===== src/gwwb_pkg.sv =====
package gwwb_pkg;

   localparam int PIX_W       = 8;
   localparam int SUM_W       = 18;
   localparam int CNT_W       = 11;
   localparam int MAX_SAMPLES = 1024;
   localparam int CHANNELS    = 3;
   localparam int DIV_STEPS   = SUM_W;
   localparam int DIV_CNT_W   = 5;
   localparam int GAIN_W      = 11;   // signed working width of a gain during the step
   localparam int GAIN_RESET  = 64;

   // floor(x / 3) as (x * RECIP_3) >> RECIP_SHIFT, exact for x below 2048
   localparam int RECIP_3     = 683;
   localparam int RECIP_SHIFT = 11;
   localparam int RECIP_W     = 20;

   localparam int CSR_IDX_W   = 3;
   localparam int CSR_DATA_W  = 9;

   localparam logic [CSR_IDX_W-1:0] CSR_SETTLE_MARGIN   = 3'd0;
   localparam logic [CSR_IDX_W-1:0] CSR_GAIN_UNITY      = 3'd1;
   localparam logic [CSR_IDX_W-1:0] CSR_GAIN_MAX        = 3'd2;
   localparam logic [CSR_IDX_W-1:0] CSR_GRAY_MIN_BRIGHT = 3'd3;
   localparam logic [CSR_IDX_W-1:0] CSR_GRAY_MAX_BRIGHT = 3'd4;
   localparam logic [CSR_IDX_W-1:0] CSR_GRAY_MAX_DEV    = 3'd5;
   localparam logic [CSR_IDX_W-1:0] CSR_GRAY_REQUIRED   = 3'd6;

   typedef logic [1:0] chan_type;

   localparam chan_type CHAN_LAST = chan_type'(CHANNELS - 1);

   typedef struct packed {
      logic [PIX_W-1:0] settle_margin;
      logic [PIX_W-1:0] gain_unity;
      logic [PIX_W-1:0] gain_max;
      logic [PIX_W-1:0] gray_min_brightness;
      logic [PIX_W-1:0] gray_max_brightness;
      logic [PIX_W-1:0] gray_max_deviation_q8;
      logic [8:0]       gray_required_q8;
   } cfg_type;

   typedef enum logic [2:0] {
      ST_IDLE,
      ST_DRAIN,
      ST_SELECT,
      ST_DIV_START,
      ST_DIV_WAIT,
      ST_AVERAGE,
      ST_NORMALISE,
      ST_EMIT
   } state_type;

   typedef struct packed {
      logic     accept;
      logic     select;
      logic     div_start;
      logic     div_store;
      chan_type chan;
      logic     average;
      logic     normalise;
      logic     emit;
   } cmd_type;

   typedef struct packed {
      logic last_in_flight;
      logic div_busy;
   } status_type;

endpackage


===== src/gwwb_csr.sv =====
module gwwb_csr (
   input  logic                             clock,
   input  logic                             reset,
   input  logic                             csr_valid,
   output logic                             csr_ready,
   input  logic [gwwb_pkg::CSR_IDX_W-1:0]  csr_index,
   input  logic [gwwb_pkg::CSR_DATA_W-1:0] csr_write_data,
   output gwwb_pkg::cfg_type                cfg
);

   gwwb_pkg::cfg_type cfg_ff, cfg_in;

   assign csr_ready = 1'b1;
   assign cfg       = cfg_ff;

   always_comb begin
      cfg_in = cfg_ff;
      if (csr_valid) begin
         case (csr_index)
            gwwb_pkg::CSR_SETTLE_MARGIN:   cfg_in.settle_margin         = csr_write_data[7:0];
            gwwb_pkg::CSR_GAIN_UNITY:      cfg_in.gain_unity            = csr_write_data[7:0];
            gwwb_pkg::CSR_GAIN_MAX:        cfg_in.gain_max              = csr_write_data[7:0];
            gwwb_pkg::CSR_GRAY_MIN_BRIGHT: cfg_in.gray_min_brightness   = csr_write_data[7:0];
            gwwb_pkg::CSR_GRAY_MAX_BRIGHT: cfg_in.gray_max_brightness   = csr_write_data[7:0];
            gwwb_pkg::CSR_GRAY_MAX_DEV:    cfg_in.gray_max_deviation_q8 = csr_write_data[7:0];
            gwwb_pkg::CSR_GRAY_REQUIRED:   cfg_in.gray_required_q8      = csr_write_data;
            default: ;
         endcase
      end
   end

   always_ff @(posedge clock) begin
      if (reset) begin
         cfg_ff.settle_margin         <= 8'd2;
         cfg_ff.gain_unity            <= 8'd64;
         cfg_ff.gain_max              <= 8'd255;
         cfg_ff.gray_min_brightness   <= 8'd10;
         cfg_ff.gray_max_brightness   <= 8'd253;
         cfg_ff.gray_max_deviation_q8 <= 8'd64;
         cfg_ff.gray_required_q8      <= 9'd20;
      end else begin
         cfg_ff <= cfg_in;
      end
   end

endmodule


===== src/gwwb_ctrl.sv =====
module gwwb_ctrl (
   input  logic                 clock,
   input  logic                 reset,
   input  logic                 start,
   input  logic                 last_sample,
   input  gwwb_pkg::status_type status,
   output logic                 busy,
   output gwwb_pkg::cmd_type    cmd
);

   gwwb_pkg::state_type state_ff, state_in;
   gwwb_pkg::chan_type  chan_ff, chan_in;

   assign busy = (state_ff != gwwb_pkg::ST_IDLE);

   always_comb begin
      state_in      = state_ff;
      chan_in       = chan_ff;
      cmd           = '0;
      cmd.chan      = chan_ff;
      case (state_ff)
         gwwb_pkg::ST_IDLE: begin
            cmd.accept = start;
            if (start && last_sample) begin
               state_in = gwwb_pkg::ST_DRAIN;
            end
         end
         gwwb_pkg::ST_DRAIN: begin
            // wait for the last sample to reach the accumulators
            if (status.last_in_flight) begin
               state_in = gwwb_pkg::ST_SELECT;
            end
         end
         gwwb_pkg::ST_SELECT: begin
            cmd.select = 1'b1;
            chan_in    = '0;
            state_in   = gwwb_pkg::ST_DIV_START;
         end
         gwwb_pkg::ST_DIV_START: begin
            cmd.div_start = 1'b1;
            state_in      = gwwb_pkg::ST_DIV_WAIT;
         end
         gwwb_pkg::ST_DIV_WAIT: begin
            if (!status.div_busy) begin
               cmd.div_store = 1'b1;
               if (chan_ff == gwwb_pkg::CHAN_LAST) begin
                  state_in = gwwb_pkg::ST_AVERAGE;
               end else begin
                  chan_in  = gwwb_pkg::chan_type'(chan_ff + 2'd1);
                  state_in = gwwb_pkg::ST_DIV_START;
               end
            end
         end
         gwwb_pkg::ST_AVERAGE: begin
            cmd.average = 1'b1;
            state_in    = gwwb_pkg::ST_NORMALISE;
         end
         gwwb_pkg::ST_NORMALISE: begin
            cmd.normalise = 1'b1;
            state_in      = gwwb_pkg::ST_EMIT;
         end
         gwwb_pkg::ST_EMIT: begin
            cmd.emit = 1'b1;
            state_in = gwwb_pkg::ST_IDLE;
         end
         default: begin
            state_in = gwwb_pkg::ST_IDLE;
         end
      endcase
   end

   always_ff @(posedge clock) begin
      if (reset) begin
         state_ff <= gwwb_pkg::ST_IDLE;
         chan_ff  <= '0;
      end else begin
         state_ff <= state_in;
         chan_ff  <= chan_in;
      end
   end

endmodule


===== src/gwwb_datapath.sv =====
module gwwb_datapath (
   input  logic                         clock,
   input  logic                         reset,
   input  gwwb_pkg::cmd_type            cmd,
   input  gwwb_pkg::cfg_type            cfg,
   input  logic [gwwb_pkg::PIX_W-1:0]   sample_red,
   input  logic [gwwb_pkg::PIX_W-1:0]   sample_green,
   input  logic [gwwb_pkg::PIX_W-1:0]   sample_blue,
   input  logic                         last_sample,
   output gwwb_pkg::status_type         status,
   output logic                         rsp_valid,
   output logic [gwwb_pkg::PIX_W-1:0]   rsp_gain_red,
   output logic [gwwb_pkg::PIX_W-1:0]   rsp_gain_green,
   output logic [gwwb_pkg::PIX_W-1:0]   rsp_gain_blue,
   output logic                         rsp_settled
);

   localparam int PW = gwwb_pkg::PIX_W;
   localparam int SW = gwwb_pkg::SUM_W;
   localparam int CW = gwwb_pkg::CNT_W;
   localparam int NC = gwwb_pkg::CHANNELS;
   localparam int GW = gwwb_pkg::GAIN_W;
   localparam int RW = gwwb_pkg::RECIP_W;
   localparam int RS = gwwb_pkg::RECIP_SHIFT;

   // ---------------- sample pipeline ----------------
   logic          s0_valid_ff, s0_valid_in;
   logic          s0_last_ff,  s0_last_in;
   logic [PW-1:0] s0_pix_ff [NC];
   logic [PW-1:0] s0_pix_in [NC];

   logic          s1_valid_ff, s1_valid_in;
   logic          s1_last_ff,  s1_last_in;
   logic [PW-1:0] s1_pix_ff [NC];
   logic [PW-1:0] s1_pix_in [NC];
   logic [PW-1:0] s1_bright_ff, s1_bright_in;

   logic [9:0]    s0_sum;
   logic [RW-1:0] s0_bright_prod;

   always_comb begin
      s0_valid_in  = cmd.accept;
      s0_last_in   = last_sample;
      s0_pix_in[0] = sample_red;
      s0_pix_in[1] = sample_green;
      s0_pix_in[2] = sample_blue;

      s0_sum         = 10'(s0_pix_ff[0]) + 10'(s0_pix_ff[1]) + 10'(s0_pix_ff[2]);
      s0_bright_prod = RW'(s0_sum) * RW'(gwwb_pkg::RECIP_3);
      s1_valid_in    = s0_valid_ff;
      s1_last_in     = s0_last_ff;
      s1_bright_in   = s0_bright_prod[RS+PW-1:RS];
      for (int i = 0; i < NC; i++) begin
         s1_pix_in[i] = s0_pix_ff[i];
      end
   end

   // ---------------- near-gray test and accumulation ----------------
   logic [SW-1:0] chan_sum_ff [NC];
   logic [SW-1:0] chan_sum_in [NC];
   logic [SW-1:0] gray_sum_ff [NC];
   logic [SW-1:0] gray_sum_in [NC];
   logic [CW-1:0] frame_cnt_ff, frame_cnt_in;
   logic [CW-1:0] gray_cnt_ff,  gray_cnt_in;

   logic [PW-1:0]   dev [NC];
   logic [2*PW-1:0] dev_limit;
   logic            near_gray;
   logic            acc_en;

   always_comb begin
      dev_limit = (2*PW)'(cfg.gray_max_deviation_q8) * (2*PW)'(s1_bright_ff);
      near_gray = (s1_bright_ff >= cfg.gray_min_brightness) &&
                  (s1_bright_ff <= cfg.gray_max_brightness);
      for (int i = 0; i < NC; i++) begin
         dev[i] = (s1_pix_ff[i] > s1_bright_ff) ? (s1_pix_ff[i] - s1_bright_ff)
                                                : (s1_bright_ff - s1_pix_ff[i]);
         if (!({dev[i], 8'd0} < dev_limit)) begin
            near_gray = 1'b0;
         end
      end

      acc_en = s1_valid_ff && (frame_cnt_ff < CW'(gwwb_pkg::MAX_SAMPLES));

      frame_cnt_in = frame_cnt_ff;
      gray_cnt_in  = gray_cnt_ff;
      for (int i = 0; i < NC; i++) begin
         chan_sum_in[i] = chan_sum_ff[i];
         gray_sum_in[i] = gray_sum_ff[i];
      end

      if (cmd.emit) begin
         frame_cnt_in = '0;
         gray_cnt_in  = '0;
         for (int i = 0; i < NC; i++) begin
            chan_sum_in[i] = '0;
            gray_sum_in[i] = '0;
         end
      end else if (acc_en) begin
         frame_cnt_in = frame_cnt_ff + CW'(1);
         for (int i = 0; i < NC; i++) begin
            chan_sum_in[i] = chan_sum_ff[i] + SW'(s1_pix_ff[i]);
         end
         if (near_gray) begin
            gray_cnt_in = gray_cnt_ff + CW'(1);
            for (int i = 0; i < NC; i++) begin
               gray_sum_in[i] = gray_sum_ff[i] + SW'(s1_pix_ff[i]);
            end
         end
      end
   end

   // ---------------- mean selection and shared divider ----------------
   logic                         use_gray_ff, use_gray_in;
   logic [19:0]                  gray_scaled;
   logic [19:0]                  gray_needed;
   logic [SW-1:0]                div_q_ff, div_q_in;
   logic [CW-1:0]                div_rem_ff, div_rem_in;
   logic [CW-1:0]                div_den_ff, div_den_in;
   logic [gwwb_pkg::DIV_CNT_W-1:0] div_cnt_ff, div_cnt_in;
   logic [CW:0]                  rem_shift;
   logic [CW:0]                  rem_diff;
   logic                         div_busy;
   logic [PW-1:0]                mean_ff [NC];
   logic [PW-1:0]                mean_in [NC];

   assign div_busy = (div_cnt_ff != '0);

   always_comb begin
      gray_scaled = 20'({gray_cnt_ff, 8'd0});
      gray_needed = 20'(cfg.gray_required_q8) * 20'(frame_cnt_ff);
      use_gray_in = use_gray_ff;
      if (cmd.select) begin
         use_gray_in = (gray_cnt_ff != '0) && (gray_scaled >= gray_needed);
      end

      rem_shift = {div_rem_ff, div_q_ff[SW-1]};
      rem_diff  = rem_shift - {1'b0, div_den_ff};

      div_q_in   = div_q_ff;
      div_rem_in = div_rem_ff;
      div_den_in = div_den_ff;
      div_cnt_in = div_cnt_ff;
      if (cmd.div_start) begin
         div_q_in   = use_gray_ff ? gray_sum_ff[cmd.chan] : chan_sum_ff[cmd.chan];
         div_den_in = use_gray_ff ? gray_cnt_ff : frame_cnt_ff;
         div_rem_in = '0;
         div_cnt_in = gwwb_pkg::DIV_CNT_W'(gwwb_pkg::DIV_STEPS);
      end else if (div_busy) begin
         // one quotient bit a cycle, restoring form
         if (rem_shift >= {1'b0, div_den_ff}) begin
            div_rem_in = rem_diff[CW-1:0];
            div_q_in   = {div_q_ff[SW-2:0], 1'b1};
         end else begin
            div_rem_in = rem_shift[CW-1:0];
            div_q_in   = {div_q_ff[SW-2:0], 1'b0};
         end
         div_cnt_in = div_cnt_ff - gwwb_pkg::DIV_CNT_W'(1);
      end

      for (int i = 0; i < NC; i++) begin
         mean_in[i] = mean_ff[i];
      end
      // a mean never exceeds the largest sample value
      if (cmd.div_store) begin
         mean_in[cmd.chan] = div_q_ff[PW-1:0];
      end
   end

   // ---------------- average, normalise and gain step ----------------
   logic [PW-1:0] avg_ff, avg_in;
   logic [9:0]    mean_total;
   logic [RW-1:0] avg_prod;

   logic [PW-1:0] gains_ff [NC];
   logic [PW-1:0] gains_in [NC];
   logic [PW-1:0] gn_ff [NC];
   logic [PW-1:0] gn_in [NC];
   logic          raised_ff, raised_in;
   logic          raised;
   logic [PW-1:0] gain_min;
   logic [PW-1:0] norm_offset;

   always_comb begin
      mean_total = 10'(mean_ff[0]) + 10'(mean_ff[1]) + 10'(mean_ff[2]);
      avg_prod   = RW'(mean_total) * RW'(gwwb_pkg::RECIP_3);
      avg_in     = cmd.average ? avg_prod[RS+PW-1:RS] : avg_ff;

      raised = 1'b0;
      for (int i = 0; i < NC; i++) begin
         if (gains_ff[i] < cfg.gain_unity) begin
            raised = 1'b1;
         end
      end
      gain_min = gains_ff[0];
      if (gains_ff[1] < gain_min) gain_min = gains_ff[1];
      if (gains_ff[2] < gain_min) gain_min = gains_ff[2];
      norm_offset = (gain_min > cfg.gain_unity) ? (gain_min - cfg.gain_unity) : '0;

      raised_in = raised_ff;
      for (int i = 0; i < NC; i++) begin
         gn_in[i] = gn_ff[i];
      end
      if (cmd.normalise) begin
         raised_in = raised;
         for (int i = 0; i < NC; i++) begin
            if (raised) begin
               gn_in[i] = (gains_ff[i] < cfg.gain_unity) ? cfg.gain_unity : gains_ff[i];
            end else begin
               gn_in[i] = gains_ff[i] - norm_offset;
            end
         end
      end
   end

   logic                 balanced;
   logic                 all_above;
   logic                 unchanged;
   logic                 mean_gt [NC];
   logic                 mean_lt [NC];
   logic [PW-1:0]        abs_d [NC];
   logic [PW-1:0]        step_d [NC];
   logic signed [GW-1:0] g_step [NC];
   logic signed [GW-1:0] g_trim [NC];
   logic signed [GW-1:0] unity_s;
   logic signed [GW-1:0] max_s;
   logic [PW-1:0]        final_gain [NC];
   logic                 final_settled;

   always_comb begin
      unity_s  = signed'(GW'(cfg.gain_unity));
      max_s    = signed'(GW'(cfg.gain_max));
      balanced = 1'b1;
      for (int i = 0; i < NC; i++) begin
         mean_gt[i] = mean_ff[i] > avg_ff;
         mean_lt[i] = mean_ff[i] < avg_ff;
         abs_d[i]   = mean_gt[i] ? (mean_ff[i] - avg_ff) : (avg_ff - mean_ff[i]);
         step_d[i]  = ((abs_d[i] >> 2) == '0) ? PW'(1) : (abs_d[i] >> 2);
         if (!(abs_d[i] < cfg.settle_margin)) begin
            balanced = 1'b0;
         end
         g_step[i] = signed'(GW'(gn_ff[i]));
         if (mean_gt[i] && (gn_ff[i] > cfg.gain_unity)) begin
            g_step[i] = g_step[i] - signed'(GW'(step_d[i]));
         end
         if (mean_lt[i] && (gn_ff[i] < cfg.gain_max)) begin
            g_step[i] = g_step[i] + signed'(GW'(step_d[i]));
         end
      end

      all_above = (g_step[0] > unity_s) && (g_step[1] > unity_s) && (g_step[2] > unity_s);

      unchanged = 1'b1;
      for (int i = 0; i < NC; i++) begin
         g_trim[i] = all_above ? (g_step[i] - signed'(GW'(1))) : g_step[i];
         if (raised_ff) begin
            final_gain[i] = gn_ff[i];
         end else if (balanced) begin
            final_gain[i] = (gn_ff[i] > cfg.gain_max) ? cfg.gain_max : gn_ff[i];
         end else if (g_trim[i] < signed'(GW'(0))) begin
            final_gain[i] = '0;
         end else if (g_trim[i] > max_s) begin
            final_gain[i] = cfg.gain_max;
         end else begin
            final_gain[i] = g_trim[i][PW-1:0];
         end
         if (final_gain[i] != gains_ff[i]) begin
            unchanged = 1'b0;
         end
      end

      if (raised_ff) begin
         final_settled = 1'b0;
      end else if (balanced) begin
         final_settled = 1'b1;
      end else begin
         final_settled = unchanged;
      end

      for (int i = 0; i < NC; i++) begin
         gains_in[i] = cmd.emit ? final_gain[i] : gains_ff[i];
      end
   end

   // ---------------- result register ----------------
   logic          rsp_valid_ff, rsp_valid_in;
   logic [PW-1:0] rsp_gain_ff [NC];
   logic [PW-1:0] rsp_gain_in [NC];
   logic          rsp_settled_ff, rsp_settled_in;

   always_comb begin
      rsp_valid_in   = cmd.emit;
      rsp_settled_in = cmd.emit ? final_settled : rsp_settled_ff;
      for (int i = 0; i < NC; i++) begin
         rsp_gain_in[i] = cmd.emit ? final_gain[i] : rsp_gain_ff[i];
      end
   end

   assign rsp_valid             = rsp_valid_ff;
   assign rsp_gain_red          = rsp_gain_ff[0];
   assign rsp_gain_green        = rsp_gain_ff[1];
   assign rsp_gain_blue         = rsp_gain_ff[2];
   assign rsp_settled           = rsp_settled_ff;
   assign status.last_in_flight = s1_valid_ff && s1_last_ff;
   assign status.div_busy       = div_busy;

   always_ff @(posedge clock) begin
      if (reset) begin
         s0_valid_ff  <= 1'b0;
         s1_valid_ff  <= 1'b0;
         frame_cnt_ff <= '0;
         gray_cnt_ff  <= '0;
         div_cnt_ff   <= '0;
         rsp_valid_ff <= 1'b0;
         for (int i = 0; i < NC; i++) begin
            chan_sum_ff[i] <= '0;
            gray_sum_ff[i] <= '0;
            gains_ff[i]    <= PW'(gwwb_pkg::GAIN_RESET);
         end
      end else begin
         s0_valid_ff  <= s0_valid_in;
         s1_valid_ff  <= s1_valid_in;
         frame_cnt_ff <= frame_cnt_in;
         gray_cnt_ff  <= gray_cnt_in;
         div_cnt_ff   <= div_cnt_in;
         rsp_valid_ff <= rsp_valid_in;
         for (int i = 0; i < NC; i++) begin
            chan_sum_ff[i] <= chan_sum_in[i];
            gray_sum_ff[i] <= gray_sum_in[i];
            gains_ff[i]    <= gains_in[i];
         end
      end
   end

   always_ff @(posedge clock) begin
      s0_last_ff     <= s0_last_in;
      s1_last_ff     <= s1_last_in;
      s1_bright_ff   <= s1_bright_in;
      use_gray_ff    <= use_gray_in;
      div_q_ff       <= div_q_in;
      div_rem_ff     <= div_rem_in;
      div_den_ff     <= div_den_in;
      avg_ff         <= avg_in;
      raised_ff      <= raised_in;
      rsp_settled_ff <= rsp_settled_in;
      for (int i = 0; i < NC; i++) begin
         s0_pix_ff[i]   <= s0_pix_in[i];
         s1_pix_ff[i]   <= s1_pix_in[i];
         mean_ff[i]     <= mean_in[i];
         gn_ff[i]       <= gn_in[i];
         rsp_gain_ff[i] <= rsp_gain_in[i];
      end
   end

`ifndef SYNTHESIS
   a_strobe_single: assert property (@(posedge clock) disable iff (reset)
      rsp_valid_ff |=> !rsp_valid_ff)
      else $error("result strobe held for more than one cycle");

   a_div_start_idle: assert property (@(posedge clock) disable iff (reset)
      cmd.div_start |-> !div_busy)
      else $error("divider restarted while running");

   a_gray_count: assert property (@(posedge clock) disable iff (reset)
      gray_cnt_ff <= frame_cnt_ff)
      else $error("near-gray count exceeds frame count");

   a_count_cap: assert property (@(posedge clock) disable iff (reset)
      frame_cnt_ff <= CW'(gwwb_pkg::MAX_SAMPLES))
      else $error("frame count beyond sample limit");

   a_emit_drained: assert property (@(posedge clock) disable iff (reset)
      cmd.emit |-> (!s0_valid_ff && !s1_valid_ff && !div_busy))
      else $error("result issued with samples or a division in flight");
`endif

endmodule


===== src/gray_world_white_balance.sv =====
// Gray-world white balance. Sample points are taken one per cycle whenever busy is low
// (start high, busy low), through a two-stage brightness and near-gray pipeline into the
// frame accumulators. A sample marked last_sample ends the frame: busy then stays high
// while the sample pipeline drains, near-gray or all-sample means are chosen, the three
// channel means pass in turn through one shared restoring divider that produces a
// quotient bit per cycle, and the average, normalise and gain step states follow.
// The result is shown for exactly one cycle with rsp_valid, in the first cycle busy is
// low again; the receiver cannot stall it, so it must capture the gains on that strobe.
// Only the frame-end sample gives a result. Configuration writes are always ready and
// belong between frames.
module gray_world_white_balance (
   input  logic                             clock,
   input  logic                             reset,
   input  logic                             start,
   output logic                             busy,
   input  logic [gwwb_pkg::PIX_W-1:0]      req_sample_red,
   input  logic [gwwb_pkg::PIX_W-1:0]      req_sample_green,
   input  logic [gwwb_pkg::PIX_W-1:0]      req_sample_blue,
   input  logic                             req_last_sample,
   output logic                             rsp_valid,
   output logic [gwwb_pkg::PIX_W-1:0]      rsp_gain_red,
   output logic [gwwb_pkg::PIX_W-1:0]      rsp_gain_green,
   output logic [gwwb_pkg::PIX_W-1:0]      rsp_gain_blue,
   output logic                             rsp_settled,
   input  logic                             csr_valid,
   output logic                             csr_ready,
   input  logic [gwwb_pkg::CSR_IDX_W-1:0]  csr_index,
   input  logic [gwwb_pkg::CSR_DATA_W-1:0] csr_write_data
);

   gwwb_pkg::cfg_type    cfg;
   gwwb_pkg::cmd_type    cmd;
   gwwb_pkg::status_type status;

   gwwb_csr u_csr (
      .clock          (clock),
      .reset          (reset),
      .csr_valid      (csr_valid),
      .csr_ready      (csr_ready),
      .csr_index      (csr_index),
      .csr_write_data (csr_write_data),
      .cfg            (cfg)
   );

   gwwb_ctrl u_ctrl (
      .clock       (clock),
      .reset       (reset),
      .start       (start),
      .last_sample (req_last_sample),
      .status      (status),
      .busy        (busy),
      .cmd         (cmd)
   );

   gwwb_datapath u_datapath (
      .clock          (clock),
      .reset          (reset),
      .cmd            (cmd),
      .cfg            (cfg),
      .sample_red     (req_sample_red),
      .sample_green   (req_sample_green),
      .sample_blue    (req_sample_blue),
      .last_sample    (req_last_sample),
      .status         (status),
      .rsp_valid      (rsp_valid),
      .rsp_gain_red   (rsp_gain_red),
      .rsp_gain_green (rsp_gain_green),
      .rsp_gain_blue  (rsp_gain_blue),
      .rsp_settled    (rsp_settled)
   );

endmodule

===== config.mk =====
export PLATFORM = sky130hd
export DESIGN_NAME = gray_world_white_balance
export DESIGN_NICKNAME = d
export VERILOG_FILES = /design/src/gwwb_pkg.sv /design/src/gwwb_csr.sv /design/src/gwwb_ctrl.sv /design/src/gwwb_datapath.sv /design/src/gray_world_white_balance.sv
export SDC_FILE = /design/constraint.sdc
export NUM_CORES = 2
export LEC_CHECK = 0
export CELL_PAD_IN_SITES_DETAIL_PLACEMENT = 1
export CELL_PAD_IN_SITES_GLOBAL_PLACEMENT = 1
export CORE_ASPECT_RATIO = 0.75
export CORE_MARGIN = 2
export CORE_UTILIZATION = 45
export DETAILED_ROUTE_END_ITERATION = 16
export DONT_BUFFER_PORTS = 1
export GPL_TIMING_DRIVEN = 0
export PLACE_DENSITY = 0.71
export SLEW_MARGIN = 20
export SYNTH_ARGS = -nofsm -noshare
export SYNTH_HDL_FRONTEND = slang
export SYNTH_SLANG_ARGS = --single-unit

===== constraint.sdc =====
create_clock -name clock -period 16 [get_ports clock]
set_clock_uncertainty 0.05 [all_clocks]
set_input_delay 0.8 -clock clock [delete_from_list [all_inputs] [get_ports clock]]
set_output_delay 0.8 -clock clock [all_outputs]
set_load 0.005 [all_outputs]

* Word level (Yosys, flattened, before mapping)
Memories as Yosys holds them, arrays and structs flattened. A register that Yosys moved wholly into a read port is not among the register bits.
Cells that the tools add are included.
** Storage, ports and cells
- Output and inout port bits :: 28
- RAM bits :: 252
- Memories kept :: 8
- Bits in registers :: 153
** Operators by class
- Multiply operators :: 4
- Add/subtract/negate cells :: 40
- Muxes and demuxes :: 110
- Bitwise logic cells :: 11
- Order comparisons :: 46
- Reduce and logical (&&, ||, !) cells :: 37
- Equal/unequal tests :: 21
** Memories
- u_datapath.chan_sum_ff :: depth 3, bits a word 18, read ports 4, clocked after Yosys merged registers in 1, write ports 3, RTL line gwwb_datapath.sv:59 : logic [SW-1:0] chan_sum_ff [NC];
- u_datapath.gray_sum_ff :: depth 3, bits a word 18, read ports 4, clocked after Yosys merged registers in 1, write ports 3, RTL line gwwb_datapath.sv:61 : logic [SW-1:0] gray_sum_ff [NC];
- u_datapath.gains_ff :: depth 3, bits a word 8, read ports 3, clocked after Yosys merged registers in 0, write ports 3, RTL line gwwb_datapath.sv:175 : logic [PW-1:0] gains_ff [NC];
- u_datapath.gn_ff :: depth 3, bits a word 8, read ports 3, clocked after Yosys merged registers in 0, write ports 3, RTL line gwwb_datapath.sv:177 : logic [PW-1:0] gn_ff [NC];
- u_datapath.mean_ff :: depth 3, bits a word 8, read ports 3, clocked after Yosys merged registers in 0, write ports 3, RTL line gwwb_datapath.sv:124 : logic [PW-1:0] mean_ff [NC];
- u_datapath.rsp_gain_ff :: depth 3, bits a word 8, read ports 3, clocked after Yosys merged registers in 0, write ports 3, RTL line gwwb_datapath.sv:287 : logic [PW-1:0] rsp_gain_ff [NC];
- 2 more memories
** Operator list (count)
- 8-bit two-way mux :: 40
- 54-bit two-way mux :: 5
- 18-bit two-way mux :: 9
- 8-bit subtractor :: 16
- 11-bit two-way mux :: 11
- 8-bit less-than comparator :: 14
- 18-bit by 8-bit adder with 18-bit output :: 6
- 8-bit greater-than comparator :: 13
- 11-bit by 9-bit greater-than comparator with 1-bit output :: 6
- 16-bit less-than comparator :: 3
- 24-bit two-way mux :: 2
- 10-bit by 10-bit multiplier with 19-bit output, second input constant :: 2
- 11-bit by 9-bit adder with 11-bit output :: 3
- 11-bit by 1-bit less-than comparator with 1-bit output, second input constant :: 3
- 11-bit by 2-bit subtractor with 11-bit output, second input constant :: 3
- 8-bit by 8-bit subtractor with 9-bit output :: 3
- 24-bit bitwise mux :: 1
- 8-bit zero test :: 3
- 1-bit two-way mux :: 24
- 8-bit != test :: 3
- 3-bit case mux with 8 select lines :: 1
- 11-bit by 1-bit adder with 11-bit output, second input constant :: 2
- 3-bit equality test, second input constant :: 7
- 10-bit by 8-bit adder with 10-bit output :: 2
- other kinds (36) :: 87

* Depth between registers and ports, before layout
An unclocked memory read counts as a cell.
- Depth in word-level cells :: 23
- Gate-level depth with buffers :: 64

* Cells and area by module
A second synthesis with hierarchy kept.
** Unflattened totals
- Cells, all modules :: 4515
- Area, all modules :: 40511.4 µm²
** Modules (own cells, without submodules)
- gwwb_datapath :: cells an instance 4257, seq. area each 7987.7 µm², times used 1, area each 37862.6 µm²
- gwwb_csr :: cells an instance 213, seq. area each 1141.1 µm², times used 1, area each 2270.9 µm²
- gwwb_ctrl :: cells an instance 45, seq. area each 100.1 µm², times used 1, area each 377.9 µm²

* Least setup slack after synthesis
No wires, ideal clock.
- Path type :: flip-flop to flip-flop
- Start :: reg u_datapath.avg_ff[1]
- End :: reg u_datapath.rsp_settled_ff, in the netlist u_datapath.rsp_settled, data pin
- Setup time :: 132 ps
- Stages on the path, launching flop included :: 63
- Path slack :: 4043 ps
- Path buffers :: 5
- Arrival time :: 11775 ps
- Cells stage by stage :: edfxtp_1 > inv_1 > fa_1 > nand3_1 > a21oi_1 > o21ba_2 > buf_2 > nor2_1 > a21oi_1 > a221oi_1 > o21ai_0 > a221o_1 > a21boi_0 > o21ai_0 > a221oi_1 > xnor2_1 > inv_1 > a31o_2 > [27 not listed] > o21ai_0 > ha_1 > nor2b_1 > o21a_1 > o21a_1 > o21a_1 > o21a_1 > o21a_1 > o21a_1 > o22a_1 > or3_1 > buf_6 > nor2_8 > a22oi_2 > a32o_1 > or4_4 > nor4_2 > a41o_1
** Between the ends
- Longest elaborated chain between the ends :: 22
** Ends and longest elaborated chain
- from (decl) :: RTL line gwwb_datapath.sv:171 : logic [PW-1:0] avg_ff, avg_in;
- from (signal assigned) :: RTL line gwwb_datapath.sv:343 : avg_ff <= avg_in;
- 8-bit subtractor / 8-bit greater-than comparator (equally long branches) :: RTL line gwwb_datapath.sv:237, gwwb_datapath.sv:235
- 8-bit two-way mux :: RTL line gwwb_datapath.sv:237 : abs_d[i] = mean_gt[i] ? (mean_ff[i] - avg_ff) : (avg_ff - mean_ff[i]);
- 8-bit zero test :: RTL line gwwb_datapath.sv:238 : step_d[i] = ((abs_d[i] >> 2) == '0) ? PW'(1) : (abs_d[i] >> 2);
- 6-bit two-way mux :: RTL line gwwb_datapath.sv:238
- 8-bit by 8-bit subtractor with 9-bit output :: RTL line gwwb_datapath.sv:244 : g_step[i] = g_step[i] - signed'(GW'(step_d[i]));
- 11-bit two-way mux :: RTL line gwwb_datapath.sv:243 : if (mean_gt[i] && (gn_ff[i] > cfg.gain_unity)) begin
- 11-bit by 9-bit adder with 11-bit output :: RTL line gwwb_datapath.sv:247 : g_step[i] = g_step[i] + signed'(GW'(step_d[i]));
- 11-bit two-way mux :: RTL line gwwb_datapath.sv:246 : if (mean_lt[i] && (gn_ff[i] < cfg.gain_max)) begin
- [4 not listed]
- 11-bit by 9-bit greater-than comparator with 1-bit output :: RTL line gwwb_datapath.sv:262 : end else if (g_trim[i] > max_s) begin
- 8-bit two-way mux :: RTL line gwwb_datapath.sv:262
- 8-bit two-way mux :: RTL line gwwb_datapath.sv:260 : end else if (g_trim[i] < signed'(GW'(0))) begin
- 8-bit two-way mux :: RTL line gwwb_datapath.sv:258 : end else if (balanced) begin
- 8-bit two-way mux :: RTL line gwwb_datapath.sv:256 : if (raised_ff) begin
- 8-bit != test :: RTL line gwwb_datapath.sv:267 : if (final_gain[i] != gains_ff[i]) begin
- 1-bit two-way mux (3 in a row) :: RTL line gwwb_datapath.sv:267
- 1-bit two-way mux (*) :: RTL line gwwb_datapath.sv:274 : end else if (balanced) begin
- to (signal assigned) :: RTL line gwwb_datapath.sv:345 : rsp_settled_ff <= rsp_settled_in;
- to (decl) :: RTL line gwwb_datapath.sv:289 : logic rsp_settled_ff, rsp_settled_in;
Every way passes the cells marked *; elsewhere a longest branch is shown, timed or not.
A chain may end at the register's enable or synchronous reset.

* Final worst setup path
Same ends and word-level chain as after synthesis.

==> metrics.csv <==
metric,value,unit
CP max stage cell,edfxtp_1,
"Clk pin slew, worst setup/hold paths",70,ps
WP data required,16410,ps
share of the synthesized area in the top cell type,20.13,%
Max Cap Viol,0,
CP Capture Type,register,
Final HPWL DP,106.0,mm
Synth Area per Inst,8.785,um2
FMAX,67.53,MHz
Slew HR,23.85,%
Slew Limit Fails,0,
area growth from synthesis to layout,8.134,%
final WL,131.7,mm
Initial Util,45.33,%
CTS tree,built,
CTS Buf Count,49,
total power,5013,uW
HP Class,in -> reg,
Placer Congestion,0.9557,
die area,92480,um2
RSZ-0062 raised after global routing,false,
fillers,10610,
worst slew pin tran,1141,ps
CP peak stage delay,610,ps
largest net degree at the start of global routing,30,
Final min period,14810,ps
H-tree levels,2,
pre-CTS setup slack,796.5,ps
switching power total,2065,uW
first-pass GRT wire length,206.2,mm
GRT Overall Usage,28.49,%
Post-DP Area,42100,um2
startpoint types,register,
Syn Inst Count,4612,
Sum Neg Setup Slack,0,ps
first-pass iteration count of the detailed router,6,
worst vdd ir,0.1615,mV
initial antenna violation count,6,
top post-synthesis cells by area,"ha_1 (20%), dfxtp_1 (15%), fa_1 (8.6%), edfxtp_1 (8.3%), inv_1 (4.4%)",
Flop pwr share,26.1,%
post-synth cell types,95,
Final Setup Violations,0,
final hold vios,0,
most common library cells after synthesis,"ha_1 (652), inv_1 (470), nand2_1 (455), a21oi_1 (307), dfxtp_1 (295)",
vias per cell,5.735,
critical path class,reg -> reg,
Die X,350.5,um
vias post-DR,33938,
synthesized area,40520,um2
clock share of power,24.1,%
Worst-Skew Late Latency,620,ps
post-synth net total,5480,
core area,89390,um2
Routed WL per cell,22.25,um
vias in the first global route,34863,
critical path arrival,15220,ps
DR DRC count,0,
Post-synth EDFFs,112,
"area leader, netlist",ha_1,
# clock sinks,407,
Top Ports,69,
top-count cell post-synth,ha_1,
root buffer cell,clkbuf_16,
total power per unit cell area,114.4,nW/um2
Comb power frac,49.8,%
# nets final,5534,
DRT iter0 DRCs,2235,
Cell Rows,95,
Final Worst Setup Slack,1192,ps
IO buf count,0,
CP most frequent cell,o21a_1,
Tcrit/Tclk final,92.55,%
status,finished clean,
Main synth FF type,dfxtp_1,
Finished Cell Area,43810,um2
chip height,263.9,um
GRT overflow,0,
clock buffer depth,3,
switching share of total power,41.19,%
"critical path fanouts, max",19,
Post-synth ARST share,0,%
Leak Pwr,0.01994,uW
synth warn,0,
# diodes,0,
register bit total from synthesis,407,
Cell Int Power,2948,uW
sequential-to-total area share from yosys stat,22.88,%
final antenna-violating net count,0,
layout cells sized above 1,4.292,%
-- path summary, 6_finish.rpt --
kind / start / end / slack [ps] / cells after the start
setup reg to reg: u_datapath.avg_ff[1] / u_datapath.rsp_settled / 1190 / 61
hold reg to reg: u_datapath.s0_last_ff / u_datapath.s1_last_ff / 280 / 0
setup / recovery: u_datapath.avg_ff[1] / u_datapath.rsp_settled / 1190 / 61
hold / removal: req_sample_green[0] / u_datapath.s0_pix_ff[0][8] / 150 / 0
-- metrics by stage --
| stage | util, % | hold WS (ps) | std cells |
|---|---|---|---|
| after floorplan | - | 259.6 | 4612 |
| after global placement | 47.02 | 263.7 | 5824 |
| after detailed placement | 47.10 | 265.8 | 5828 |
| after CTS | 49.00 | 109.2 | 5919 |
| after global routing | 49.01 | 121.5 | 5918 |
| final | 49.01 | 146.5 | 5918 |
-- sequential cells by signal (all words and copies together) (netlist names), 3 cells and up, named ones only --
signal,count
u_datapath.s0_pix_ff,24
u_datapath.div_den_ff,11
u_datapath.gray_cnt_ff,11
u_datapath.avg_ff,8
u_datapath.mean_ff,24
u_datapath.div_cnt_ff,5
u_datapath.s1_pix_ff,24
u_datapath.frame_cnt_ff,11
u_ctrl.state_ff,3
u_datapath.div_rem_ff,11
u_datapath.div_q_ff,18
u_datapath.s1_bright_ff,8
u_datapath.gn_ff,24
u_datapath.gray_sum_ff,54
u_datapath.chan_sum_ff,54
u_datapath.rsp_gain_ff,24
u_datapath.gains_ff,24
u_csr.cfg,57
-- area by class of cell --
| type | instances | area, um2 | area share (%) |
|---|---|---|---|
| timing repair buffer | 4 | 52.55 | 0.1199 |
| multi-input combinational | 3591 | 28950 | 66.07 |
| clock inverter | 26 | 341.6 | 0.7796 |
| sequential | 407 | 9270 | 21.16 |
| tap | 1212 | 1516 | 3.461 |
| inverter | 473 | 1775 | 4.052 |
| buffer | 140 | 553.0 | 1.262 |
| clock buffer | 65 | 1358 | 3.099 |
-- power groups by stage --
stage          logic, uW  clock network [uW]  registers (uW)
6_report            2500                1210            1310
5_1_grt             2880                1270            1320
4_1_cts             2490                1230            1310
3_5_place_dp        2460                   0            1330
3_3_place_gp        2360                   0            1320
2_1_floorplan       1850                   0            1250
-- placed cells by master, fill, tap and decap left out, types with 13 or more instances in the layout --
cell / Yosys / layout
a211o_1: 28 / 28
ha_1: 652 / 652
nand3_1: 62 / 62
and3_1: 29 / 29
clkbuf_16: 0 / 50
nand3b_1: 19 / 19
xnor2_1: 161 / 161
o21bai_1: 51 / 51
fa_1: 175 / 175
nand4_1: 72 / 72
a22oi_1: 17 / 17
o211ai_1: 21 / 21
o21ai_0: 207 / 207
dfxtp_1: 295 / 294
mux4_2: 18 / 18
o21a_1: 65 / 65
and2_1: 86 / 86
xor2_1: 115 / 115
or3_1: 49 / 49
nand2_1: 455 / 455
a21boi_0: 13 / 13
nor3_1: 56 / 56
a21oi_1: 307 / 307
mux2i_1: 115 / 115
a21o_1: 129 / 129
mux2_2: 45 / 45
inv_1: 470 / 470
clkbuf_1: 121 / 128
a31oi_1: 13 / 13
nand2b_1: 50 / 50
a211oi_1: 43 / 43
edfxtp_1: 112 / 112
o22ai_1: 18 / 18
nor2_1: 285 / 283
nor2b_1: 74 / 74
or2_2: 13 / 13
-- critical path, delay by kind of cell, from the launching register on --
| family | cells | cell delay, ps |
|---|---|---|
| compound gates | 30 | 6010 |
| buf+inv | 7 | 1590 |
| fa+ha+maj | 6 | 2070 |
| xor+xnor | 2 | 330 |
| flops | 1 | 610 |
| mux | 1 | 290 |
| simple gates | 15 | 3710 |
-- layer usage --
metal / vias to the layer above / GRT usage, % / part of all wire, %
met3: 147 / 5.267 / 6.9
met2: 796 / 42.03 / 41
met4: 10 / 5.220 / 1.8
met5: - / 0 / 0.052
li1: 16177 / - / -
met1: 16808 / 43.21 / 50
-- what timing repair did --
item	4_1_cts	5_1_grt
gates resized for setup	0	2
setup buffers	0	0
hold buffers	0	0
endpoints found under the setup margin	0	1
-- cell families (layout without fill, tap and decap cells) --
logic type               count (synthesis)  in the layout  synth area share [%]
multiplexers                           179            179                 5.120
other                                    1              1              0.009256
AO/OA/AOI/OAI                         1015           1015                 16.12
AND/OR/NAND/NOR                       1292           1292                 15.32
adder cells (fa/ha/maj)                827            827                 28.78
XOR/XNOR                               277            277                 6.025
buffers and inverters                  614            708                 5.750
flip-flops                             407            407                 22.88
(Power assumes the default switching activity.)
